### src/rtl/core/psp_ram.sv
// Generic single-write, single-read synchronous RAM with registered read data.
// No dependencies.
module psp_ram #(
  parameter int WIDTH = 8,
  parameter int DEPTH = 16
) (
  input  logic                     clk,
  input  logic                     we,
  input  logic [$clog2(DEPTH)-1:0] waddr,
  input  logic [WIDTH-1:0]         wdata,
  input  logic [$clog2(DEPTH)-1:0] raddr,
  output logic [WIDTH-1:0]         rdata
);

  logic [WIDTH-1:0] mem [DEPTH];

  always_ff @(posedge clk) begin
    if (we) begin
      mem[waddr] <= wdata;
    end
    rdata <= mem[raddr];
  end

endmodule

### config.mk
export PLATFORM = sky130hd
export DESIGN_NAME = psp_ram
export DESIGN_NICKNAME = d
export VERILOG_FILES = /design/src/rtl/core/psp_ram.sv
export SDC_FILE = /design/constraint.sdc
export NUM_CORES = 1
export LEC_CHECK = 0
export CELL_PAD_IN_SITES_DETAIL_PLACEMENT = 2
export CELL_PAD_IN_SITES_GLOBAL_PLACEMENT = 2
export CORE_MARGIN = 5
export CORE_UTILIZATION = 40
export CTS_CLUSTER_DIAMETER = 30
export DETAILED_ROUTE_END_ITERATION = 10
export DONT_BUFFER_PORTS = 1
export PLACE_DENSITY = 0.66
export SLEW_MARGIN = 20
export SYNTH_ARGS = -nofsm -noshare
export SYNTH_HDL_FRONTEND = slang
export SYNTH_SLANG_ARGS = --single-unit
### constraint.sdc
create_clock -name clk -period 2.1 [get_ports clk]
set_clock_uncertainty 0.05 [all_clocks]
set_input_delay 0.21 -clock clk [delete_from_list [all_inputs] [get_ports clk]]
set_output_delay 0.21 -clock clk [all_outputs]
set_load 0.005 [all_outputs]
==> run summary <==
ys async rst share: 0%
P per Cell Area: 999 mW/mm^2
initial core utilization: 40.8%
outcome: finished, final reports clean
CTS tree: built
via count of the routed design: 2392
Post-synth top flop: edfxtp_1
DIE AREA: 0.0152 mm^2
critical path required time: 2340 ps
grt met3 use: 4.07%
root buffer cell: clkbuf_16
Final WS setup: 637 ps
Setup Crit Path Kind: reg2reg
Synth Area in Simple Gates: 3.18%
worst r2r src: mem[9][5]
sequential group share of total power: 51.0%
Ys Warns: 0
total CTS buffers: 17
ANT cells: 0
Synthesized Nets: 247
GRT busiest layer: met2
crit path capture type: flop
largest family of logic cells by synthesized area: multiplexers
H-tree depth: 4
vias in the first global route: 2764
Post-CTS Resized: 0
Cells after DPL: 408
post-synthesis cell count: 229
layout cells sized above 1: 20.0%
Setup crit start: mem[9][5]
die width: 123 um
synthesized area per cell: 22.5 um^2
I/O pin total: 26
core area: 0.0126 mm^2
die height: 123 um
met1 usage: 22.1%
dpl hpwl: 7.28 mm
global-route wire length before repair: 18.0 mm
Final Non-Filler Cells: 447
final hold vios: 0
Routed WL: 11.7 mm
VDD IR max: 0.536 mV
DRC viols: 0
Sw Share: 19.0%
setup TNS: 0 ps
IO Port Bufs: 0
mux cell area share after synthesis: 15.0%
Post-Place Worst Slack: 619 ps
GPL Wtd Cong: 0.680
Psw: 1.14 mW
Worst Hold Class: in2reg
Worst Setup Start Kind: flop
Post-synth EDFFs: 128
Yosys cell types: 19
fin crit period: 1460 ps
clock power share: 45.4%
hold_ws: 40.0 ps
Internal Pwr Total: 4.86 mW
Leak: 1.97 nW
Skew-Pair Late Insertion Delay: 420 ps
buffer depth of the longest clock path: 2
final count of pins violating max slew: 0
relative slew slack: 45.6%
Final Cell Area: 0.00601 mm^2
synthesized cell area: 0.00515 mm^2
max-cap violations: 0
Period Utilization, post-route: 69.6%
DR WL/cell: 26.2 um
RSZ-0062 raised after global routing: false
Worst-Margin Slew: 812 ps
initial antenna violation count: 0
Vias/cell: 5.35
gr usage total: 17.4%
nets: 281
final antenna-violating net count: 0
Area Overhead vs Synth: 16.8%
initial DRC count: 169
post-synthesis adder-cell area fraction: 0%
CP max FO: 1
compound-cell area share of the yosys netlist: 2.33%
largest net degree at the start of global routing: 33
Seq cells post-synth: 136
sequential share of the synthesized area: 77.8%
hold_buf cts: 8
power share of the combinational group: 3.6%
Post-CTS Setup Bufs: 0
xor and xnor area share after synthesis: 0%
Worst-path clk slew: 50 ps
DP Area: 0.00540 mm^2
TritonRoute pass-1 iters: 4
final setup vio count: 0
met2 Track Usage GR: 28.2%
global route overflow: 0
timing-limited maximum frequency: 684 MHz
Critical Path AT: 1700 ps
Hold Startpoint: raddr[1]
CTS Sinks: 136
Site Rows: 41
==> layout by cell type, fill, tap and decap left out, types with 8 or more instances in the layout <==
cell type | synthesis | layout
mux4_2 | 18 | 18
buf_4 | 1 | 17
clkbuf_16 | 0 | 17
a22oi_1 | 16 | 16
dfxtp_1 | 8 | 8
mux4_1 | 14 | 14
nand2_1 | 9 | 9
edfxtp_1 | 128 | 128
dlygate4sd3_1 | 0 | 8
nor2_1 | 13 | 13
clkbuf_1 | 0 | 8
==> power by group through the flow <==
stage	clock network (mW)	registers [mW]	logic, mW
after floorplan	0	3.11	0.154
after global placement	0	3.12	0.169
after detailed placement	0	3.12	0.174
after CTS	2.78	3.07	0.223
after global routing	2.92	3.07	0.233
final	2.72	3.07	0.216
==> stage by stage <==
step / util (%) / total power [mW]
4_1_cts: 47.7 / 6.07
3_3_place_gp: 42.8 / 3.29
3_5_place_dp: 42.8 / 3.30
6_report: 47.7 / 6.01
2_1_floorplan: - / 3.26
5_1_grt: 47.7 / 6.23
==> Yosys cell counts (2+ instances only) <==
cell             number  area share [%]
nand2_1               9            0.66
nor3_1                4            0.39
mux4_1               14             7.1
nand2b_1              2            0.24
edfxtp_1            128              75
nor2_1               13            0.95
buf_6                 3            0.66
nand3b_1              2            0.29
dfxtp_1               8             3.1
clkdlybuf4s25_2       3            0.58
mux4_2               18             7.9
buf_2                 3            0.29
a22oi_1              16             2.3
==> state kept, by name (all words and copies together), names as in the netlist <==
signal and cells:
mem 128, rdata 8
==> critical path: stages, from the launching register on <==
cell and delay (ps):
edfxtp_1 360, mux4_1 510, a22oi_1 320, nand2_1 100
==> area by class of cell <==
type	instances	area (um^2)
Fill cell	1150	6610
Sequential cell	136	4000
Multi-Input combinational cell	83	1060
Clock buffer	25	455
Tap cell	172	215
Timing Repair Buffer	25	208
Clock inverter	6	75.1
==> routing by layer <==
layer	vias to the layer above	routed length [um]
met5	-	0
met4	0	298
met3	18	606
met2	68	5980
met1	1264	4810
li1	1042	-
==> kinds of logic (layout without fill, tap and decap cells) <==
family,after synthesis,in the layout
AOI/OAI and AO/OA,16,16
DFF,136,136
muxes,32,32
buffers and inverters,10,56
and+or+nand+nor,35,35
==> worst paths after layout <==
check	depth (start not counted)	to	slack (ps)
max	3	rdata[5]	640
min	3	rdata[1]	40
max reg2reg	3	rdata[5]	640
min reg2reg	3	rdata[1]	630
(Power assumes the default switching activity.)
