File: src/rtl/core/psp_pkg.sv
// Package for the progressive subdivision point order block.
// Holds sizes, the rectangle type, the control state encoding and the dimension clamp.
// No dependencies.
package psp_pkg;

  localparam int MAX_DIM     = 256;
  localparam int LEVEL_DEPTH = 65536;

  localparam int CFG_W   = 9;                       // config register width
  localparam int COORD_W = $clog2(MAX_DIM + 1);     // coordinate incl. far edge
  localparam int POINT_W = 8;                       // emitted coordinate width
  localparam int ADDR_W  = $clog2(LEVEL_DEPTH);
  localparam int CNT_W   = ADDR_W + 1;

  localparam logic [0:0] REG_IMAGE_WIDTH  = 1'b0;
  localparam logic [0:0] REG_IMAGE_HEIGHT = 1'b1;

  typedef logic [COORD_W-1:0] coord_t;

  typedef struct packed {
    coord_t ax;
    coord_t ay;
    coord_t bx;
    coord_t by;
  } rect_t;

  localparam int RECT_W = $bits(rect_t);

  typedef struct packed {
    logic  have;
    rect_t child;
  } split_t;

  typedef enum logic [2:0] {
    ST_IDLE,
    ST_READ,
    ST_WAIT,
    ST_SPLIT,
    ST_POST
  } state_t;

  function automatic coord_t clamp_dim(input logic [CFG_W-1:0] v);
    coord_t r;
    if (v == '0) begin
      r = COORD_W'(1);
    end else if (int'(v) > MAX_DIM) begin
      r = COORD_W'(MAX_DIM);
    end else begin
      r = COORD_W'(v);
    end
    return r;
  endfunction

endpackage

File: src/rtl/core/psp_split.sv
// Child geometry for one rectangle and one child index.
// Depends on psp_pkg.
module psp_split (
  input  psp_pkg::rect_t  rect,
  input  logic [1:0]      child_idx,
  output psp_pkg::split_t split
);

  psp_pkg::coord_t           w;
  psp_pkg::coord_t           h;
  logic [psp_pkg::COORD_W:0] sum_x;
  logic [psp_pkg::COORD_W:0] sum_y;
  psp_pkg::coord_t           mx;
  psp_pkg::coord_t           my;
  logic                      cx;
  logic                      cy;
  logic                      wide;
  logic                      tall;

  always_comb begin
    w = (rect.bx >= rect.ax) ? rect.bx - rect.ax : '0;
    h = (rect.by >= rect.ay) ? rect.by - rect.ay : '0;
    sum_x = {1'b0, rect.ax} + {1'b0, rect.bx};
    sum_y = {1'b0, rect.ay} + {1'b0, rect.by};
    mx = sum_x[psp_pkg::COORD_W:1];
    my = sum_y[psp_pkg::COORD_W:1];
    wide = (w >= psp_pkg::COORD_W'(2));
    tall = (h >= psp_pkg::COORD_W'(2));

    cx = 1'b0;
    cy = 1'b0;
    split.have = 1'b1;
    if (wide && tall) begin
      cx = child_idx[0];
      cy = child_idx[1];
    end else if (wide && !child_idx[1]) begin
      cx = child_idx[0];
    end else if (tall && !child_idx[1]) begin
      cy = child_idx[0];
    end else begin
      split.have = 1'b0;
    end

    split.child.ax = cx ? mx : rect.ax;
    split.child.bx = cx ? rect.bx : mx;
    split.child.ay = cy ? my : rect.ay;
    split.child.by = cy ? rect.by : my;
  end

endmodule

File: config.mk
export PLATFORM = sky130hd
export DESIGN_NAME = psp_split
export DESIGN_NICKNAME = d
export VERILOG_FILES = /design/src/rtl/core/psp_pkg.sv /design/src/rtl/core/psp_split.sv
export SDC_FILE = /design/constraint.sdc
export NUM_CORES = 1
export LEC_CHECK = 0
export BUFFER_PORTS_ARGS = -buffer_cell sky130_fd_sc_hd__buf_2
export CAP_MARGIN = 10
export CORE_MARGIN = 1.5
export CORE_UTILIZATION = 45
export DETAILED_ROUTE_END_ITERATION = 7
export GPL_TIMING_DRIVEN = 1
export PLACE_DENSITY = 0.7
export SYNTH_ARGS = -nofsm -noshare
export SYNTH_HDL_FRONTEND = slang
export SYNTH_SLANG_ARGS = --single-unit
File: constraint.sdc
create_clock -name vclk -period 4
set_clock_uncertainty 0.05 [all_clocks]
set_input_delay 0.4 -clock vclk [all_inputs]
set_output_delay 0.4 -clock vclk [all_outputs]
set_load 0.02 [all_outputs]
==> results of run 1 <==
==> power by group through the flow <==
| stage | clock network [mW] | registers (mW) | logic (mW) |
|---|---|---|---|
| after global placement | 0 | 0 | 0.500 |
| after floorplan | 0 | 0 | 0.386 |
| after detailed placement | 0 | 0 | 0.508 |
| after global routing | 0 | 0 | 0.561 |
| final | 0 | 0 | 0.513 |
| after CTS | 0 | 0 | 0.511 |
==> through the flow <==
step,instances,worst slack [ns]
2_1_floorplan,265,0.393
3_3_place_gp,385,0.135
5_1_grt,385,0.0533
6_report,385,0.234
4_1_cts,385,0.0687
3_5_place_dp,385,0.0633
==> cells in the mapped netlist, drive strengths merged (2+ instances only) <==
cell type | number | area [um^2]
buf | 8 | 82.6
inv | 41 | 154
a21o | 2 | 15.0
a31oi | 3 | 18.8
o211ai | 2 | 15.0
mux2 | 33 | 432
nand2 | 5 | 18.8
nand3 | 2 | 10.0
a211oi | 4 | 30.0
o21ai | 8 | 40.0
mux2i | 4 | 40.0
nand2b | 4 | 25.0
nor3 | 7 | 35.0
xor2 | 5 | 43.8
o21bai | 6 | 45.0
nor4 | 4 | 31.3
o2111ai | 4 | 41.3
clkbuf | 4 | 15.0
fa | 4 | 80.1
nand3b | 3 | 22.5
a21oi | 21 | 105
nor2 | 11 | 41.3
ha | 36 | 450
nand4 | 4 | 25.0
o31ai | 4 | 30.0
o21a | 2 | 15.0
nor2b | 5 | 31.3
xnor2 | 14 | 123
==> path summary, 6_finish.rpt <==
check | cells after the start | slack, ns | endpoint
worst max-delay path | 14 | 0.23 | split[13]
worst min-delay path | 4 | 1.12 | split[27]
==> per-layer routing <==
layer,GRT usage,vias up,share of wire
met5,0,-,0
met4,0,0,0
met3,0,0,0.025
met2,0.338,49,0.51
met1,0.235,941,0.46
li1,-,1076,-
==> what timing repair did <==
| item | CTS | global route |
|---|---|---|
| hold buffers | 0 | 0 |
| setup endpoints to repair | 0 | 19 |
| gates resized for setup | 0 | 4 |
==> layout make-up <==
class | instances | area share
Tap cell | 54 | 0.0263
Timing Repair Buffer | 78 | 0.160
Multi-Input combinational cell | 212 | 0.754
Inverter | 41 | 0.0599
==> cell families after synthesis <==
family / count (synthesis) / synth area share
compound gates: 63 / 0.202
buf+inv: 53 / 0.116
simple gates: 52 / 0.138
fa+ha+maj: 41 / 0.249
mux: 37 / 0.218
xor+xnor: 19 / 0.0768
==> results.tsv, run 1 <==
stage	metric	value	unit
status	run status	complete, no violations	
drt	drt pass-1 iters	4	
power	Tot Pwr	0.513	mW
hold_path	worst hold path class	input port to output pin	
yosys	Syn Nets	343	
sta	Post-Route Setup TNS	0	ns
sta	relative slew slack	0.700	
power	P_int	0.229	mW
final_layout	area taken by multi-input logic gates	1940	um^2
final_layout	area grow syn2layout	18.5	%
sta	final setup fails	0	
placed_design	GPL Wtd Cong	0.846	
yosys	Post-Syn Instances	265	
critical_path	Crit Path Category	input port to output pin	
drt	vias per cell	5.37	
sta	Final Max Slew Viols	0	
global_routing	largest net degree at the start of global routing	19	
global_routing	first-pass GRT wire length	8.01	mm
final_layout	# diodes	0	
sta	Final Hold Vio Count	0	
power	LEAKAGE	1.30	nW
yosys	synthesized area per cell	8.18	um^2
yosys	synthesized area	2170	um^2
yosys	Yosys warnings	0	
yosys	Netlist cell types	49	
power	worst vdd ir	0.101	mV
final_layout	clkbuf count	0	
sta	Worst Max-Slew Pin Slew	0.447	ns
drt	Iteration-0 DRC Markers	103	
final_layout	Register Area	0	um^2
critical_path	Crit. Startpoint	rect[0]	
clock_network	Post-CTS Setup Inserts	0	
drt	Vias	2066	
floorplanning	die height	72.4	um
critical_path	max incr delay on CP	0.39	ns
power	clock power share	0	
final_layout	FF+latch count	0	
sta	RSZ-0062 raised after global routing	false	
floorplanning	Die W	72.4	um
critical_path	Slowest cell on crit path	or3b_1	
floorplanning	Rows	25	
yosys	sequential-to-total area share from yosys stat	0	
floorplanning	area of the core	4690	um^2
floorplanning	Initial Util	0.462	
critical_path	critical path capture point type	output pin	
hold_path	hold_sp	rect[27]	
sta	fmax	266	MHz
sta	Hold WS	1.12	ns
global_routing	initial antenna violation count	0	
final_layout	most frequent cells in the layout	buf_2, inv_1, ha_1	
power	Pwr Density	200	nW/um^2
critical_path	Largest delay share family, worst path	simple AND/OR/NAND/NOR gates	
drt	WL per Instance	12.3	um
drt	Post-DRT Antenna Nets	0	
critical_path	Critical Path RT	3.55	ns
power	Reg power frac	0	
critical_path	CP startpoint kind	input port	
power	switching part of the total power	0.553	
critical_path	CP Data Arrival Time	3.32	ns
final_layout	fill cell count	462	
global_routing	Overflow after GRT	0	
critical_path	most used cell, CP	buf_2	
floorplanning	die area	5240	um^2
critical_path	Crit Path Max Fanout	18	
global_routing	gr usage total	0.176	
sta	Final min period	3.77	ns
final_layout	design area	2570	um^2
floorplanning	# IOs	75	
final_layout	fin util	0.547	
sta	fin crit share	0.941	
critical_path	worst path bufs/invs	4	
drt	DRC Markers	0	
drt	Total Wirelength	4.75	mm
placed_design	Post-DP Area	2550	um^2
power	Psw	0.284	mW
power	combinational share of power	1.000	
critical_path	cell chain of the critical path	buf_2 -> inv_1 -> ha_1 -> fa_2 -> or3b_1 -> nor4_2 -> or3_1 -> o2111ai_2 -> o41ai_4 -> nor3_1 -> o211a_1 -> buf_12 -> mux2_4 -> buf_2	
final_layout	commonest non-fill, non-tap cell in the layout	buf_2	
placed_design	input/output buffers	75	
global_routing	vias in the first global route	1951	
placed_design	post-DP HPWL	4.04	mm
final_layout	ratio of cells with drive above 1 in the final layout	0.360	
job	Max-Cap Viols	0	
final_layout	layout net count	411	
No activity file was read; power rests on OpenSTA's default activity.
==> inputs of run 2 (changes only) <==
PLACE_DENSITY = not set   (was 0.7)
PLACE_DENSITY_LB_ADDON = 0.25   (was not set)
==> run 2 against run 1 <==
Via count rose by 0.97%. First-iteration DRC count fell by 11%. Sequential cell count unchanged. Utilization down 0.16 points. Largest cell class unchanged. Largest power group unchanged.
==> results.tsv, run 2 (synthesized netlist as in run 1, its figures left out) <==
stage	metric	value	unit	change
final_layout	fin util	0.546		was 0.547
power	worst vdd ir	0.0966	mV	was 0.101 mV
drt	Vias	2086		was 2066
final_layout	area taken by multi-input logic gates	1930	um^2	was 1940 um^2
global_routing	Most Crowded Layer GR	met2		unchanged
drt	drt pass-1 iters	4		unchanged
sta	fmax	261	MHz	was 266 MHz
floorplanning	area of the core	4690	um^2	unchanged
status	run status	complete, no violations		unchanged
sta	Worst Max-Slew Pin Slew	0.407	ns	was 0.447 ns
final_layout	FF+latch count	0		unchanged
critical_path	CP Data Arrival Time	3.38	ns	was 3.32 ns
power	LEAKAGE	1.30	nW	about the same
sta	fin crit share	0.956		was 0.941
sta	Hold WS	1.11	ns	was 1.12 ns
drt	WL per Instance	11.9	um	was 12.3 um
global_routing	largest net degree at the start of global routing	19		unchanged
floorplanning	die height	72.4	um	unchanged
critical_path	Setup crit end	split[1]		was split[13]
drt	Iteration-0 DRC Markers	92		was 103
final_layout	Register Area	0	um^2	unchanged
critical_path	critical path capture point type	output pin		unchanged
sta	worst setup margin	0.174	ns	was 0.234 ns
floorplanning	Rows	25		unchanged
power	Tot Pwr	0.509	mW	was 0.513 mW
floorplanning	die area	5240	um^2	unchanged
critical_path	Crit Path Category	input port to output pin		unchanged
final_layout	most frequent cells in the layout	buf_2, inv_1, ha_1		unchanged
drt	Total Wirelength	4.60	mm	was 4.75 mm
final_layout	layout net count	411		unchanged
global_routing	Overflow after GRT	0		unchanged
global_routing	GR met1 Demand/Resource	0.231		was 0.235
drt	vias per cell	5.42		was 5.37
sta	relative slew slack	0.727		was 0.700
final_layout	area grow syn2layout	18.1	%	was 18.5%
sta	Final Max Slew Viols	0		unchanged
global_routing	first-pass GRT wire length	7.90	mm	was 8.01 mm
drt	DRC Markers	0		unchanged
sta	final setup fails	0		unchanged
global_routing	Global Route met3 Usage	0		unchanged
global_routing	gr usage total	0.174		was 0.176
final_layout	ratio of cells with drive above 1 in the final layout	0.353		was 0.360
floorplanning	Die W	72.4	um	unchanged
sta	Final Hold Vio Count	0		unchanged
placed_design	post-DP HPWL	3.87	mm	was 4.04 mm
final_layout	clkbuf count	0		unchanged
sta	Post-Route Setup TNS	0	ns	unchanged
critical_path	Crit. Startpoint	rect[0]		unchanged
clock_network	hold-fix buffers at CTS	0		unchanged
power	Pwr Density	199	nW/um^2	was 200 nW/um^2
floorplanning	Initial Util	0.462		unchanged
final_layout	commonest non-fill, non-tap cell in the layout	buf_2		unchanged
placed_design	GPL Wtd Cong	0.811		was 0.846
final_layout	# diodes	0		unchanged
global_routing	vias in the first global route	1912		was 1951
floorplanning	# IOs	75		unchanged
critical_path	Crit Path Max Fanout	18		unchanged
global_routing	initial antenna violation count	0		unchanged
job	Max-Cap Viols	0		unchanged
drt	Post-DRT Antenna Nets	0		unchanged
sta	Final min period	3.83	ns	was 3.77 ns
placed_design	DP Worst Slack	0.0391	ns	was 0.0633 ns
sta	RSZ-0062 raised after global routing	false		unchanged
final_layout	fill cell count	470		was 462
placed_design	input/output buffers	75		unchanged
critical_path	Critical Path RT	3.55	ns	about the same
hold_path	worst hold path class	input port to output pin		unchanged
global_routing	met2 capacity usage during global routing	0.336		was 0.338
critical_path	CP startpoint kind	input port		unchanged
## run 2: cell types whose count changed in the layout (fill, tap and decap cells not counted)
cell / before / now
a211oi_1: 3 / 4
fa_1: 3 / 4
a211oi_2: 1 / 0
fa_2: 1 / 0
## run 2: how the worst min path moves through the flow
stage,from,end,depth (start not counted)
3_5_place_dp,rect[18],split[18],4
5_1_grt,rect[18],split[18],4
3_3_place_gp,rect[27],split[27],4
2_1_floorplan,rect[10],split[10],1
4_1_cts,rect[18],split[18],4
6_report,rect[18],split[18],4
## run 2: final cells by class
type | count | share of cell area
multi-input cells | 212 | 0.753
well taps | 54 | 0.0264
inverters | 41 | 0.0601
repair buffers | 78 | 0.160
## run 2: worst max-delay path, cell delays in order
cell       delay [ns]
buf_2            0.09
inv_1            0.05
ha_1             0.21
fa_1             0.42
or3b_1           0.41
nor4_2           0.13
or3_1            0.16
o2111ai_2        0.14
o41ai_4          0.36
nor4_1           0.10
mux2_4           0.41
mux2_4           0.34
buf_2            0.16
## run 2: metrics by stage
stage / cells / instance area [um^2]
6_report: 385 / 2560
5_1_grt: 385 / 2560
4_1_cts: 384 / 2540
3_5_place_dp: 384 / 2540
3_3_place_gp: 384 / 2540
2_1_floorplan: 265 / 2170
## run 2: layer usage
metal  share of wire  vias up
met5               0        -
met4               0        0
met3           0.038        0
met2            0.50       58
met1            0.46      959
li1                -     1069
## run 2: report_power, final
part | switching, mW | internal, mW
Clock | 0 | 0
Combinational | 0.280 | 0.229
Sequential | 0 | 0
Total | 0.280 | 0.229
## run 2: what timing repair did
item                       CTS  global route
setup endpoints to repair    0            18
buffers inserted             0             1
resized for setup            0             2
==> inputs of run 3 (changes only) <==
CORE_UTILIZATION = 50   (was 45)
==> run 3 against run 2 <==
Routed wire length fell by 0.81%. Sequential cell count stayed put. Critical path depth unchanged. Sequential share of layout area is the same. Cell area down 0.54%. First-iteration DRC count fell by 7.6%. Critical path type unchanged. Largest cell class unchanged.
==> results.tsv, run 3 (synthesized netlist as in run 1, its figures left out) <==
stage	metric	value	unit	change
status	run status	complete, no violations		unchanged
final_layout	area taken by multi-input logic gates	1920	um^2	was 1930 um^2
power	switching part of the total power	0.551		about the same
critical_path	cell chain of the critical path	buf_2 -> inv_1 -> ha_1 -> fa_1 -> or3b_1 -> nor4_2 -> or3_1 -> o2111ai_2 -> o41ai_4 -> nor4_1 -> mux2_4 -> mux2_4 -> buf_2		unchanged
floorplanning	area of the core	4090	um^2	was 4690 um^2
global_routing	largest net degree at the start of global routing	19		unchanged
critical_path	CP startpoint kind	input port		unchanged
sta	fin crit share	0.966		was 0.956
drt	Post-DRT Antenna Nets	0		unchanged
sta	fmax	259	MHz	was 261 MHz
critical_path	Crit Path Max Fanout	18		unchanged
sta	relative slew slack	0.715		was 0.727
critical_path	Slowest cell on crit path	fa_1		unchanged
final_layout	fill cell count	372		was 470
drt	Iteration-0 DRC Markers	85		was 92
power	P_int	0.227	mW	was 0.229 mW
hold_path	hold_sp	rect[18]		unchanged
final_layout	ratio of cells with drive above 1 in the final layout	0.353		unchanged
floorplanning	# IOs	75		unchanged
floorplanning	die height	68.8	um	was 72.4 um
sta	Post-Route Setup TNS	0	ns	unchanged
final_layout	most frequent cells in the layout	buf_2, inv_1, ha_1		unchanged
final_layout	area grow syn2layout	17.5	%	was 18.1%
placed_design	Post-DP Area	2540	um^2	about the same
drt	vias per cell	5.45		was 5.42
clock_network	hold-fix buffers at CTS	0		unchanged
global_routing	Overflow after GRT	0		unchanged
power	Reg power frac	0		about the same
drt	DRC Markers	0		unchanged
placed_design	GPL Wtd Cong	0.827		was 0.811
final_layout	commonest non-fill, non-tap cell in the layout	buf_2		unchanged
critical_path	CP Data Arrival Time	3.41	ns	was 3.38 ns
power	LEAKAGE	1.29	nW	was 1.30 nW
global_routing	vias in the first global route	1870		was 1912
power	Psw	0.278	mW	was 0.280 mW
power	clock power share	0		about the same
sta	final setup fails	0		unchanged
power	Tot Pwr	0.506	mW	was 0.509 mW
critical_path	Crit Path Category	input port to output pin		unchanged
final_layout	FF+latch count	0		unchanged
critical_path	Critical Path RT	3.55	ns	about the same
power	worst vdd ir	0.100	mV	was 0.0966 mV
drt	drt pass-1 iters	4		unchanged
global_routing	initial antenna violation count	0		unchanged
final_layout	layout net count	411		unchanged
final_layout	design area	2550	um^2	was 2560 um^2
hold_path	worst hold path class	input port to output pin		unchanged
floorplanning	Initial Util	0.530		was 0.462
placed_design	post-DP HPWL	3.92	mm	was 3.87 mm
sta	Final Max Slew Viols	0		unchanged
final_layout	clkbuf count	0		unchanged
critical_path	max incr delay on CP	0.41	ns	was 0.42 ns
global_routing	gr usage total	0.185		was 0.174
drt	WL per Instance	12.0	um	was 11.9 um
power	combinational share of power	1.000		about the same
drt	Total Wirelength	4.56	mm	was 4.60 mm
sta	Final Hold Vio Count	0		unchanged
global_routing	first-pass GRT wire length	7.18	mm	was 7.90 mm
final_layout	Register Area	0	um^2	unchanged
clock_network	post_cts resized	0		unchanged
critical_path	Crit. Startpoint	rect[0]		unchanged
floorplanning	Rows	23		was 25
final_layout	# diodes	0		unchanged
critical_path	critical path capture point type	output pin		unchanged
drt	Vias	2075		was 2086
sta	Final min period	3.86	ns	was 3.83 ns
floorplanning	Die W	68.8	um	was 72.4 um
clock_network	Post-CTS Setup Inserts	0		unchanged
floorplanning	die area	4740	um^2	was 5240 um^2
sta	Worst Max-Slew Pin Slew	0.424	ns	was 0.407 ns
power	Pwr Density	199	nW/um^2	about the same
placed_design	input/output buffers	75		unchanged
job	Max-Cap Viols	0		unchanged
## run 3: cell types whose count changed in the layout (fill, tap and decap cells not counted)
cell	before	now
nor4b_2	0	1
nor4b_4	1	0
## run 3: power groups by stage
stage,registers (mW),clock network (mW),logic [mW]
after floorplan,0,0,0.386
after global placement,0,0,0.497
after detailed placement,0,0,0.504
after CTS,0,0,0.507
after global routing,0,0,0.557
final,0,0,0.506
## run 3: cell type report
type	count	area share
inverter	41	0.0604
multi-input combinational	212	0.754
tap	50	0.0246
timing repair buffer	78	0.161
## run 3: worst max-delay path: cells and delay by family
family,cells,cell delay [ns]
adders and majority gates,2,0.62
AOI/OAI and AO/OA,2,0.50
buffers and inverters,3,0.30
and+or+nand+nor,4,0.83
muxes,2,0.75
## run 3: worst paths after layout
| path | to | slack (ns) | depth (start not counted) |
|---|---|---|---|
| worst max-delay path | split[3] | 0.14 | 13 |
| worst min-delay path | split[18] | 1.11 | 4 |
## run 3: routing by layer
metal  GRT usage  vias to the layer above  part of all wire
li1            -                     1079                 -
met5           0                        -                 0
met1       0.212                      938              0.42
met2       0.388                       58              0.54
met3     0.00487                        0             0.038
met4      0.0123                        0                 0
## run 3: per-stage QoR
stage	instances	utilization	worst slack, ns	hold slack (ns)
2_1_floorplan	265	-	0.393	0.909
5_1_grt	381	0.623	-0.0125	1.13
3_5_place_dp	381	0.622	0.0470	1.12
3_3_place_gp	381	0.622	0.134	1.11
4_1_cts	381	0.622	0.0356	1.12
6_report	381	0.623	0.135	1.11
